### config.mk
export PLATFORM = sky130hd
export DESIGN_NAME = xoshiro256pp_generator
export DESIGN_NICKNAME = d
export VERILOG_FILES = /design/src/design/xoshiro_pkg.sv /design/src/design/xoshiro_ctrl.sv /design/src/design/xoshiro_dp.sv /design/src/design/xoshiro256pp_generator.sv
export SDC_FILE = /design/constraint.sdc
export NUM_CORES = 2
export LEC_CHECK = 0
export ABC_CLOCK_PERIOD_IN_PS = 29600
export BUFFER_PORTS_ARGS = -buffer_cell sky130_fd_sc_hd__buf_2
export CAP_MARGIN = 20
export CORE_MARGIN = 2
export CORE_UTILIZATION = 60
export CTS_BUF_LIST = sky130_fd_sc_hd__clkbuf_4
export DETAILED_ROUTE_END_ITERATION = 8
export PLACE_DENSITY_LB_ADDON = 0.3
export REMOVE_ABC_BUFFERS = 1
export SYNTH_ARGS = -nofsm -noshare
export SYNTH_HDL_FRONTEND = slang
export SYNTH_SLANG_ARGS = --single-unit
### constraint.sdc
create_clock -name i_clk -period 29.6 [get_ports i_clk]
set_input_delay 5.92 -clock i_clk [delete_from_list [all_inputs] [get_ports i_clk]]
set_output_delay 5.92 -clock i_clk [all_outputs]
set_load 0.02 [all_outputs]
### src/design/xoshiro_pkg.sv
`default_nettype none

package xoshiro_pkg;

    // Request codes carried by the mode field of an input beat.
    localparam logic [1:0] MODE_NEXT = 2'd0;
    localparam logic [1:0] MODE_SEED = 2'd1;
    localparam logic [1:0] MODE_JUMP = 2'd2;

    // Seeder constants.
    localparam logic [63:0] SEED_GOLDEN = 64'h9E3779B97F4A7C15;
    localparam logic [63:0] SEED_MUL1   = 64'hBF58476D1CE4E5B9;
    localparam logic [63:0] SEED_MUL2   = 64'h94D049BB133111EB;

    // Long-jump polynomial, word 0 in the low bits, so bit 64*w+b is bit b of word w.
    localparam logic [255:0] LONG_JUMP_POLY = {
        64'h39109bb02acbe635, 64'h77710069854ee241,
        64'hc5004e441c522fb3, 64'h76e15d3efefdcbbf
    };

    // Shift and rotate amounts of the generator.
    localparam int unsigned ROT_OUT   = 23;
    localparam int unsigned SHIFT_S1  = 17;
    localparam int unsigned ROT_S3    = 45;

    // Seeder step count per state word.
    localparam int unsigned SEED_STEPS = 9;
    localparam int unsigned STEP_W     = $clog2(SEED_STEPS);

    // Operations the controller asks of the datapath.
    typedef enum logic [3:0] {
        DP_NOP,
        DP_NEXT,
        DP_SEED_LOAD,
        DP_INC,
        DP_MUL_LO,
        DP_MUL_HL,
        DP_MUL_LH,
        DP_MIX,
        DP_WRITE,
        DP_JUMP_START,
        DP_JUMP_STEP,
        DP_JUMP_END
    } t_dp_op;

    // Command bundle from controller to datapath.
    typedef struct packed {
        t_dp_op     op;
        logic       const_sel;  // 0 selects the first mixer constant, 1 the second
        logic [1:0] word;       // state word written by the seeder
        logic       poly_bit;   // current jump polynomial bit
    } t_dp_cmd;

endpackage

`default_nettype wire

### src/design/xoshiro_ctrl.sv
`default_nettype none

module xoshiro_ctrl (
    input  wire logic                i_clk,
    input  wire logic                i_rst_n,
    input  wire logic                i_in_valid,
    input  wire logic [1:0]          i_mode,
    input  wire logic                i_out_ready,
    output logic                     o_in_ready,
    output logic                     o_out_valid,
    output xoshiro_pkg::t_dp_cmd     o_cmd
);

    typedef enum logic [1:0] {
        ST_IDLE,
        ST_SEED,
        ST_JUMP,
        ST_JEND
    } t_state;

    t_state                          r_state, n_state;
    logic                            r_out_valid, n_out_valid;
    logic [7:0]                      r_cnt, n_cnt;
    logic [xoshiro_pkg::STEP_W-1:0]  r_step, n_step;
    logic [1:0]                      r_word, n_word;
    logic                            in_accept;

    // A new beat is taken only when idle and the output register is free or draining.
    assign o_in_ready  = (r_state == ST_IDLE) && (!r_out_valid || i_out_ready);
    assign in_accept   = i_in_valid && o_in_ready;
    assign o_out_valid = r_out_valid;

    // Next-state and command decode.
    always_comb begin
        n_state     = r_state;
        n_cnt       = r_cnt;
        n_step      = r_step;
        n_word      = r_word;
        n_out_valid = r_out_valid && !i_out_ready;
        o_cmd.op        = xoshiro_pkg::DP_NOP;
        o_cmd.const_sel = 1'b0;
        o_cmd.word      = r_word;
        o_cmd.poly_bit  = xoshiro_pkg::LONG_JUMP_POLY[r_cnt];
        case (r_state)
            ST_IDLE: begin
                if (in_accept) begin
                    case (i_mode)
                        xoshiro_pkg::MODE_NEXT: begin
                            o_cmd.op    = xoshiro_pkg::DP_NEXT;
                            n_out_valid = 1'b1;
                        end
                        xoshiro_pkg::MODE_SEED: begin
                            o_cmd.op = xoshiro_pkg::DP_SEED_LOAD;
                            n_step   = '0;
                            n_word   = '0;
                            n_state  = ST_SEED;
                        end
                        xoshiro_pkg::MODE_JUMP: begin
                            o_cmd.op = xoshiro_pkg::DP_JUMP_START;
                            n_cnt    = '0;
                            n_state  = ST_JUMP;
                        end
                        default: begin
                            o_cmd.op = xoshiro_pkg::DP_NOP;
                        end
                    endcase
                end
            end
            ST_SEED: begin
                // Each word: increment, multiply, mix, multiply, finish and store.
                n_step = r_step + 1'b1;
                case (r_step)
                    4'd0: o_cmd.op = xoshiro_pkg::DP_INC;
                    4'd1: o_cmd.op = xoshiro_pkg::DP_MUL_LO;
                    4'd2: o_cmd.op = xoshiro_pkg::DP_MUL_HL;
                    4'd3: o_cmd.op = xoshiro_pkg::DP_MUL_LH;
                    4'd4: o_cmd.op = xoshiro_pkg::DP_MIX;
                    4'd5: begin
                        o_cmd.op        = xoshiro_pkg::DP_MUL_LO;
                        o_cmd.const_sel = 1'b1;
                    end
                    4'd6: begin
                        o_cmd.op        = xoshiro_pkg::DP_MUL_HL;
                        o_cmd.const_sel = 1'b1;
                    end
                    4'd7: begin
                        o_cmd.op        = xoshiro_pkg::DP_MUL_LH;
                        o_cmd.const_sel = 1'b1;
                    end
                    4'd8: begin
                        o_cmd.op = xoshiro_pkg::DP_WRITE;
                        n_step   = '0;
                        n_word   = r_word + 1'b1;
                        if (r_word == 2'd3) begin
                            n_state = ST_IDLE;
                        end
                    end
                    default: begin
                        o_cmd.op = xoshiro_pkg::DP_NOP;
                        n_step   = '0;
                    end
                endcase
            end
            ST_JUMP: begin
                // One generator step per cycle over all 256 polynomial bits.
                o_cmd.op = xoshiro_pkg::DP_JUMP_STEP;
                n_cnt    = r_cnt + 1'b1;
                if (r_cnt == 8'd255) begin
                    n_state = ST_JEND;
                end
            end
            ST_JEND: begin
                o_cmd.op = xoshiro_pkg::DP_JUMP_END;
                n_state  = ST_IDLE;
            end
            default: begin
                n_state = ST_IDLE;
            end
        endcase
    end

    // State and registered outputs.
    always_ff @(posedge i_clk) begin
        if (!i_rst_n) begin
            r_state     <= ST_IDLE;
            r_out_valid <= 1'b0;
            r_cnt       <= '0;
            r_step      <= '0;
            r_word      <= '0;
        end else begin
            r_state     <= n_state;
            r_out_valid <= n_out_valid;
            r_cnt       <= n_cnt;
            r_step      <= n_step;
            r_word      <= n_word;
        end
    end

endmodule

`default_nettype wire

### src/design/xoshiro_dp.sv
`default_nettype none

module xoshiro_dp (
    input  wire logic                i_clk,
    input  wire logic                i_rst_n,
    input  wire xoshiro_pkg::t_dp_cmd i_cmd,
    input  wire logic [63:0]         i_seed_value,
    output logic [63:0]              o_random_value
);

    logic [63:0] r_state [4];
    logic [63:0] n_state [4];
    logic [63:0] r_sum   [4];
    logic [63:0] r_out;
    logic [63:0] r_acc;
    logic [63:0] r_z;
    logic [63:0] r_prod;

    logic [63:0] adv     [4];
    logic [63:0] out_sum;
    logic [63:0] out_word;
    logic [63:0] t3;
    logic [63:0] k_word;
    logic [31:0] mul_a;
    logic [31:0] mul_b;
    logic [63:0] mul_p;
    logic [63:0] acc_inc;

    // One generator step and the output word taken before it.
    always_comb begin
        t3      = r_state[3] ^ r_state[1];
        adv[2]  = r_state[2] ^ r_state[0] ^ (r_state[1] << xoshiro_pkg::SHIFT_S1);
        adv[1]  = r_state[1] ^ r_state[2] ^ r_state[0];
        adv[0]  = r_state[0] ^ t3;
        adv[3]  = {t3[63-xoshiro_pkg::ROT_S3:0], t3[63:64-xoshiro_pkg::ROT_S3]};
        out_sum = r_state[0] + r_state[3];
        out_word = {out_sum[63-xoshiro_pkg::ROT_OUT:0], out_sum[63:64-xoshiro_pkg::ROT_OUT]}
                 + r_state[0];
    end

    // Shared 32x32 multiplier for the seeder's 64-bit products.
    assign k_word  = i_cmd.const_sel ? xoshiro_pkg::SEED_MUL2 : xoshiro_pkg::SEED_MUL1;
    assign mul_a   = (i_cmd.op == xoshiro_pkg::DP_MUL_LH) ? r_z[63:32] : r_z[31:0];
    assign mul_b   = (i_cmd.op == xoshiro_pkg::DP_MUL_HL) ? k_word[63:32] : k_word[31:0];
    assign mul_p   = {32'b0, mul_a} * {32'b0, mul_b};
    assign acc_inc = r_acc + xoshiro_pkg::SEED_GOLDEN;

    // Next state words.
    always_comb begin
        for (int j = 0; j < 4; j++) begin
            n_state[j] = r_state[j];
        end
        case (i_cmd.op)
            xoshiro_pkg::DP_NEXT, xoshiro_pkg::DP_JUMP_STEP: begin
                for (int j = 0; j < 4; j++) begin
                    n_state[j] = adv[j];
                end
            end
            xoshiro_pkg::DP_WRITE: begin
                n_state[i_cmd.word] = r_prod ^ (r_prod >> 31);
            end
            xoshiro_pkg::DP_JUMP_END: begin
                for (int j = 0; j < 4; j++) begin
                    n_state[j] = r_sum[j];
                end
            end
            default: begin
                for (int j = 0; j < 4; j++) begin
                    n_state[j] = r_state[j];
                end
            end
        endcase
    end

    // Generator state resets to all zeros.
    always_ff @(posedge i_clk) begin
        if (!i_rst_n) begin
            for (int j = 0; j < 4; j++) begin
                r_state[j] <= '0;
            end
        end else begin
            for (int j = 0; j < 4; j++) begin
                r_state[j] <= n_state[j];
            end
        end
    end

    // Working registers of the seeder, jump accumulator and output word.
    always_ff @(posedge i_clk) begin
        case (i_cmd.op)
            xoshiro_pkg::DP_NEXT: begin
                r_out <= out_word;
            end
            xoshiro_pkg::DP_SEED_LOAD: begin
                r_acc <= i_seed_value;
            end
            xoshiro_pkg::DP_INC: begin
                r_acc <= acc_inc;
                r_z   <= acc_inc ^ (acc_inc >> 30);
            end
            xoshiro_pkg::DP_MUL_LO: begin
                r_prod <= mul_p;
            end
            xoshiro_pkg::DP_MUL_HL, xoshiro_pkg::DP_MUL_LH: begin
                r_prod <= r_prod + {mul_p[31:0], 32'b0};
            end
            xoshiro_pkg::DP_MIX: begin
                r_z <= r_prod ^ (r_prod >> 27);
            end
            xoshiro_pkg::DP_JUMP_START: begin
                for (int j = 0; j < 4; j++) begin
                    r_sum[j] <= '0;
                end
            end
            xoshiro_pkg::DP_JUMP_STEP: begin
                if (i_cmd.poly_bit) begin
                    for (int j = 0; j < 4; j++) begin
                        r_sum[j] <= r_sum[j] ^ r_state[j];
                    end
                end
            end
            default: begin
                r_out <= r_out;
            end
        endcase
    end

    assign o_random_value = r_out;

endmodule

`default_nettype wire

### src/design/xoshiro256pp_generator.sv
// Channel  Direction  Handshake                 Payload
// in       input      i_in_valid / o_in_ready   i_mode, i_seed_value
// out      output     o_out_valid / i_out_ready o_random_value
//
// Back-to-back next beats run one per cycle while the output is drained, since the
// result sits in a single output register.
// A seed beat loads at the accept edge, then the input stays closed while each
// state word in turn passes through the shared 32x32 multiplier.
// A long-jump beat starts at the accept edge, then the input stays closed for one
// generator step per polynomial bit plus a final copy.
// Synchronous active-low reset clears the state words to zero and empties the output.
`default_nettype none

module xoshiro256pp_generator (
    input  wire logic        i_clk,
    input  wire logic        i_rst_n,
    input  wire logic        i_in_valid,
    output logic             o_in_ready,
    input  wire logic [1:0]  i_mode,
    input  wire logic [63:0] i_seed_value,
    output logic             o_out_valid,
    input  wire logic        i_out_ready,
    output logic [63:0]      o_random_value
);

    xoshiro_pkg::t_dp_cmd cmd;

    // Sequencer for requests and the output beat.
    xoshiro_ctrl u_ctrl (
        .i_clk       (i_clk),
        .i_rst_n     (i_rst_n),
        .i_in_valid  (i_in_valid),
        .i_mode      (i_mode),
        .i_out_ready (i_out_ready),
        .o_in_ready  (o_in_ready),
        .o_out_valid (o_out_valid),
        .o_cmd       (cmd)
    );

    // State words, seeder, jump accumulator and output register.
    xoshiro_dp u_dp (
        .i_clk          (i_clk),
        .i_rst_n        (i_rst_n),
        .i_cmd          (cmd),
        .i_seed_value   (i_seed_value),
        .o_random_value (o_random_value)
    );

`ifndef NO_ASSERTIONS
    // An accepted next request always presents a result beat in the following cycle.
    a_next_gives_beat: assert property (@(posedge i_clk) disable iff (!i_rst_n)
        i_in_valid && o_in_ready && (i_mode == xoshiro_pkg::MODE_NEXT) |=> o_out_valid)
        else $error("next request produced no result beat");

    // Seed and jump requests close the input for at least the next cycle.
    a_long_ops_block: assert property (@(posedge i_clk) disable iff (!i_rst_n)
        i_in_valid && o_in_ready &&
        ((i_mode == xoshiro_pkg::MODE_SEED) || (i_mode == xoshiro_pkg::MODE_JUMP))
        |=> !o_in_ready)
        else $error("input reopened right after a seed or jump request");

    // A seed request never creates a result beat.
    a_seed_no_beat: assert property (@(posedge i_clk) disable iff (!i_rst_n)
        i_in_valid && o_in_ready && !o_out_valid && (i_mode == xoshiro_pkg::MODE_SEED)
        |=> !o_out_valid)
        else $error("seed request produced a result beat");

    // While the input is closed, no new result beat appears.
    a_busy_no_new_beat: assert property (@(posedge i_clk) disable iff (!i_rst_n)
        !o_in_ready && !o_out_valid |=> !o_out_valid)
        else $error("result beat appeared during a long operation");
`endif

endmodule

`default_nettype wire

Word level (Yosys, flattened, before mapping)

Memories as Yosys holds them, arrays and structs flattened. A register that Yosys moved wholly into a read port is not among the register bits.
Cells that the tools add are included.

Bitwise gates (word level): 22
Order comparisons: 3
Reductions and logical operators: 26
Mux-type cells: 54
Multipliers: 1
Equal/unequal tests: 33
$add $sub $neg: 7

Operators with widths:

| cell                     | count |
|---|---|
| $pmux W256 S3            | 1 |
| $xor A64 B64 Y64         | 10 |
| $mux W64                 | 9 |
| $pmux W64 S2             | 3 |
| $bwmux W256              | 1 |
| $add A64 B64 Y64         | 3 |
| $demux W64 S2            | 1 |
| $add A64 B64 Y64 const B | 1 |
| $mul A32 B32 Y64         | 1 |
| $mux W32                 | 2 |
| $xor A64 B33 Y64         | 1 |
| $xor A64 B34 Y64         | 1 |
| $xor A64 B37 Y64         | 1 |
| $mux W62                 | 1 |
| $eq A4 B3 Y1 const B     | 8 |
| $mux W8                  | 4 |
| $pmux W4 S6              | 1 |
| $eq A4 B4 Y1 const B     | 5 |
| $eq A4 B2 Y1 const B     | 4 |
| $mux W4                  | 4 |
| $pmux W4 S4              | 1 |
| $pmux W8 S2              | 1 |
| $mux W2                  | 7 |
| $mux W1                  | 13 |
| 31 further kinds         | 62 |

Bits in writable memories: 512
Memories kept: 3
Bits in registers: 273
Bits in read-only memories: 256

Memory list:

| memory          | depth | bits a word | read ports | clocked after memory_dff | write ports | RTL line           | source |
|---|---|---|---|---|---|---|---|
| (no name shown) | 256   | 1           | 1          | 1                        | 0           | xoshiro_ctrl.sv:43 | `o_cmd.poly_bit = xoshiro_pkg::LONG_JUMP_POLY[r_cnt];` |
| u_dp.r_state    | 4     | 64          | 4          | 0                        | 4           | xoshiro_dp.sv:11   | `logic [63:0] r_state [4];` |
| u_dp.r_sum      | 4     | 64          | 4          | 0                        | 4           | xoshiro_dp.sv:13   | `logic [63:0] r_sum [4];` |

Logic depth before layout (Yosys ltp)

Depth after elaboration: 11
Mapped depth: 50
Mapped depth without buffers: 45

Hierarchy

Synthesis repeated with hierarchy kept, for this count alone.

Cell total of the unflattened synthesis: 8,701
Area total of the unflattened synthesis: 80,324.5 um^2

By module, submodules not included:

| module       | cells each | instances | area an instance (um^2) | seq. area each (um^2) |
|---|---|---|---|---|
| xoshiro_dp   | 8,466      | 1         | 78,517.8                | 20,499.7 |
| xoshiro_ctrl | 235        | 1         | 1,806.7                 | 360.3 |

Worst setup path after synthesis

Ideal clock, no wire load.

Path kind: input to register
From: in i_out_ready
To: mem u_dp.r_sum[0][0] (enable)
Data arrival time: 24.760 ns
Buffers on the path: 1
Data required time: 28.373 ns
Cell stages on the path: 6
Library setup time: 1.227 ns
Slack: 3.613 ns
Path through: nand2b_1 > buf_2 > and3_1 > a211o_1 > nand2b_1 > o21ai_0

RTL lines:

| element     | RTL line                     | source |
|---|---|---|
| from (decl) | xoshiro256pp_generator.sv:22 | `input wire logic i_out_ready,` |
| to (decl)   | xoshiro_dp.sv:13             |  |

Worst setup path in the final report

From: in i_out_ready
To: reg u_dp.r_prod[63], data pin

Word-level cells in the longest chain between the ends: 10
Elaborated cells on any way between the ends: 14
Classes of those cells: add/sub: 1; mul: 1; eq/ne: 3; mux: 5; reduce/logical: 4

RTL lines:

| element                                | RTL line                                             | source |
|---|---|---|
| $logic_or A1 B1 Y1 *                   | xoshiro_ctrl.sv:29                                   | `assign o_in_ready = (r_state == ST_IDLE) && (!r_out_valid \|\| i_out_ready);` |
| $logic_and A1 B1 Y1 *                  | xoshiro_ctrl.sv:29                                   |  |
| $logic_and A1 B1 Y1 *                  | xoshiro_ctrl.sv:30                                   | `assign in_accept = i_in_valid && o_in_ready;` |
| $mux W4 *                              | xoshiro_ctrl.sv:46                                   | `if (in_accept) begin` |
| $pmux W4 S4 *                          | xoshiro_ctrl.sv:44                                   | `case (r_state)` |
| $eq A4 B3 Y1, on equally long branches | xoshiro_dp.sv:43, xoshiro_dp.sv:90, xoshiro_dp.sv:44 |  |
| $mux W32, on equally long branches     | xoshiro_dp.sv:43, xoshiro_dp.sv:44                   |  |
| $mul A32 B32 Y64                       | xoshiro_dp.sv:45                                     | `assign mul_p = {32'b0, mul_a} * {32'b0, mul_b};` |
| $add A64 B64 Y64                       | xoshiro_dp.sv:105                                    | `r_prod <= r_prod + {mul_p[31:0], 32'b0};` |
| $pmux W64 S2 *                         | xoshiro_dp.sv:90                                     | `case (i_cmd.op)` |
| to (signal assigned)                   | xoshiro_dp.sv:102                                    | `r_prod <= mul_p;` |
| to (signal assigned)                   | xoshiro_dp.sv:105                                    |  |
| to (decl)                              | xoshiro_dp.sv:17                                     | `logic [63:0] r_prod;` |

Every way passes the cells marked *; elsewhere a longest branch is shown, timed or not.
A chain may end at the register's enable or synchronous reset.

==> run_results.csv <==
group,metric,value,unit
cts,ctsHoldBuffers,0,
place,dpl.cell_count,10102,
layout,drive_gt1_frac,0.0833,
layout,nets,9946,
worst_hold_path,whs_endpoint,"u_ctrl.r_cnt[4]",
worst_hold_path,hold_class,"flop to flop",
floorplan,die_w,370,um
floorplan,initial_utilization,0.603,
logic_synthesis,syn_inst,8617,
setup_path,timing.rr.start,"u_ctrl.r_state[0]",
setup_path,crit_fanout,47,
floorplan,pin_count,136,
timing,clock_skew,108,ps
cts,insertion_delay,1170,ps
cts,h-tree-depth,4,
grt,grt_max_degree,184,
grt,grt_use_total,0.396,
layout,stdcell_count,10463,
timing,grt_setup_unrepaired,"false",
cts,clock_path_buffers,3,
timing,maxSlewHeadroom,0.167,
routing,wl,273000,um
logic_synthesis,synthTopCellsByArea,"fa_1, edfxtp_1, ha_1, dfxtp_1, xnor2_1",
routing,wire_per_inst,26.1,um
setup_path,slowest_delay,880,ps
timing,fin_setup_tns,0,ps
logic_synthesis,synth_seq_cells,786,
cts,cts.repair.resized,0,
logic_synthesis,seq_area_frac_synth,0.260,
layout,fin_util,0.635,
logic_synthesis,synth_top_area_cell,"fa_1",
worst_hold_path,min_path_cells,2,
cts,cts_root_buf,"clkbuf_4",
routing,drtIter0Drc,10350,
logic_synthesis,synth_flop_cell,"edfxtp_1",
setup_path,cp_data_required_time,30500,ps
logic_synthesis,synth.cell_area,80300,um^2
setup_path,r2r_setup_slack,16560,ps
logic_synthesis,synth_area_per_cell,9.31,um^2
floorplan,die_h,370,um
timing,finalHoldViolCount,0,
run,drv_cap,0,
cts,clk_pin_slew_worst_paths,80,ps
setup_path,crit_type,"primary input to flop",
timing,setup_viol,0,
timing,worstMarginPinSlew,1240,ps
cts,clock_sinks,786,
grt,grt_pass1_vias,64453,
worst_hold_path,hp-start,"u_ctrl.r_cnt[4]",
logic_synthesis,synth_cell_types,99,
setup_path,reg2regPathDepth,36,
status,outcome,"finished, violations left",
cts,cts_setup_buffers,0,
grt,grt_first_pass_wirelength,407000,um
cts,cts_inserted_buffers,193,
floorplan,dieArea,137000,um^2
routing,dr.pass1.iters,9,
grt,antenna_found_initial,10,
status,violations,"design-rule violations",
layout,area_delta_synth_final,5.40,%
place,io_buffers,135,
timing,fin_crit_sh,0.582,
cts,cts_tree,"yes",
setup_path,worstPathArrival,18130,ps
grt,grt_overflow,0,
setup_path,startpoint_type,"primary input",
setup_path,worstSetupEndpointType,"flop",
logic_synthesis,yosys_warnings,0,
routing,drtAntennaViolNets,0,
routing,num_vias,67041,
setup_path,reg2reg_to,"u_dp.r_prod[63]",
routing,vias_per_cell,6.41,
floorplan,row_count,134,
logic_synthesis,async_reset_ff_frac,0,
timing,slew_violations,0,
routing,drc_errors,1,
timing,max_freq,0.0580,GHz
logic_synthesis,yosysTopAreaCellShare,0.206,
place,place_hpwl,206000,um
setup_path,cpMostUsedCell,"fa_1",
layout,fillers,11201,
logic_synthesis,synth-edff-count,512,
place,place_area,82100,um^2
layout,design_area,84600,um^2
timing,period_needed,17230,ps
place,gp_congestion,1.03,
floorplan,coreArea,133000,um^2
setup_path,cpMaxStageDelayCell,"ha_1",
[synthesized netlist by cell type (18+ instances only)]
library cell / number
a221o_1: 26
nor2b_1: 30
mux2_2: 93
dfxtp_1: 274
a21oi_1: 529
o21ai_0: 466
or2_2: 18
nand2_1: 542
clkbuf_1: 446
a21boi_0: 36
a31oi_1: 84
nor3_1: 90
nor3b_1: 23
a22oi_1: 51
nand2b_1: 84
nand3_1: 56
buf_2: 41
o221ai_1: 42
mux2i_1: 112
o211ai_1: 18
xor2_1: 209
ha_1: 519
a211oi_1: 136
a222oi_1: 91
nor2_1: 981
nand4_1: 51
o21a_1: 29
fa_1: 825
and3_1: 33
inv_1: 951
edfxtp_1: 512
and2_1: 182
a21o_1: 147
o21bai_1: 35
xnor2_1: 605
[critical path: cells and delay by family]
family	cells	cell delay, ps
AO/OA/AOI/OAI	9	3180
XOR/XNOR	2	440
adder cells (fa/ha/maj)	11	5260
buffers and inverters	6	970
multiplexers	1	90
AND/OR/NAND/NOR	8	2170
[sequential cells by signal, summed over array words and instances, names as in the netlist, 4 cells and up]
name                 flops
u_dp.r_sum             256
u_dp.o_random_value     64
u_ctrl.r_step            4
u_ctrl.r_cnt             8
u_dp.r_acc              64
u_dp.r_z                64
u_dp.r_prod             64
u_dp.r_state           256
[cells by family (layout without fill, tap and decap cells)]
group | after synthesis | in the layout | share of synthesized area
xor+xnor | 815 | 815 | 0.0890
other cells | 0 | 4 | 0
compound gates | 1850 | 1850 | 0.148
flops | 786 | 786 | 0.260
fa+ha+maj | 1344 | 1344 | 0.287
simple gates | 2155 | 2155 | 0.120
buf+inv | 1462 | 1536 | 0.0691
mux | 205 | 205 | 0.0270
[metrics by stage]
step | setup slack, ps | hold WS, ps
after floorplan | -12640 | 496
after global placement | 11710 | 519
after detailed placement | 11480 | 542
after CTS | 12680 | 552
after global routing | 11710 | 576
final | 12370 | 550
[layer usage]
metal	global-route usage	share of wire
met1	0.581	0.40
met2	0.544	0.41
met3	0.126	0.15
met4	0.153	0.044
met5	0	0.00021
[worst max path at each step]
stage	start	end	slack, ps	cells after the start
global placement	i_out_ready	u_dp.r_prod[62]	11710	46
CTS	i_out_ready	u_dp.r_prod[62]	12680	46
global route	i_out_ready	u_dp.r_prod[62]	11710	47
detailed placement	i_out_ready	u_dp.r_prod[62]	11480	46
floorplan	i_out_ready	u_dp.r_sum[0][0]	-12640	5
finish	i_out_ready	u_dp.r_prod[63]	12370	37
[placed cells by master, fill, tap and decap left out, types with 15 or more instances in the layout]
cell type	count
a211oi_1	136
a21boi_0	36
a21o_1	146
a21oi_1	527
a221o_1	26
a222oi_1	91
a22oi_1	51
a2bb2oi_1	17
a31oi_1	84
and2_1	182
and3_1	32
buf_2	135
buf_4	89
clkbuf_4	298
clkinv_1	44
dfxtp_1	274
edfxtp_1	512
fa_1	825
ha_1	515
inv_1	950
mux2_2	93
mux2i_1	103
nand2_1	539
nand2b_1	83
nand3_1	54
nand4_1	51
nor2_1	978
nor2b_1	30
nor3_1	88
nor3b_1	23
nor4_1	15
o211ai_1	18
o21a_1	29
o21ai_0	465
o21bai_1	35
o221ai_1	42
o31ai_1	15
or2_2	18
xnor2_1	605
xor2_1	209
[area by class of cell]
cell class | count | area (um^2) | share of cell area
diodes | 4 | 10.0 | 0.000118
clock buffers | 298 | 2240 | 0.0264
clock inverters | 56 | 250 | 0.00296
inverters | 957 | 3600 | 0.0426
multi-input cells | 6369 | 54100 | 0.639
flip-flops and latches | 786 | 20900 | 0.247
well taps | 1768 | 2210 | 0.0262
repair buffers | 225 | 1360 | 0.0161
Power is not shown: default switching activity piles up to over one toggle a cycle in this logic, so the estimate is an artifact.
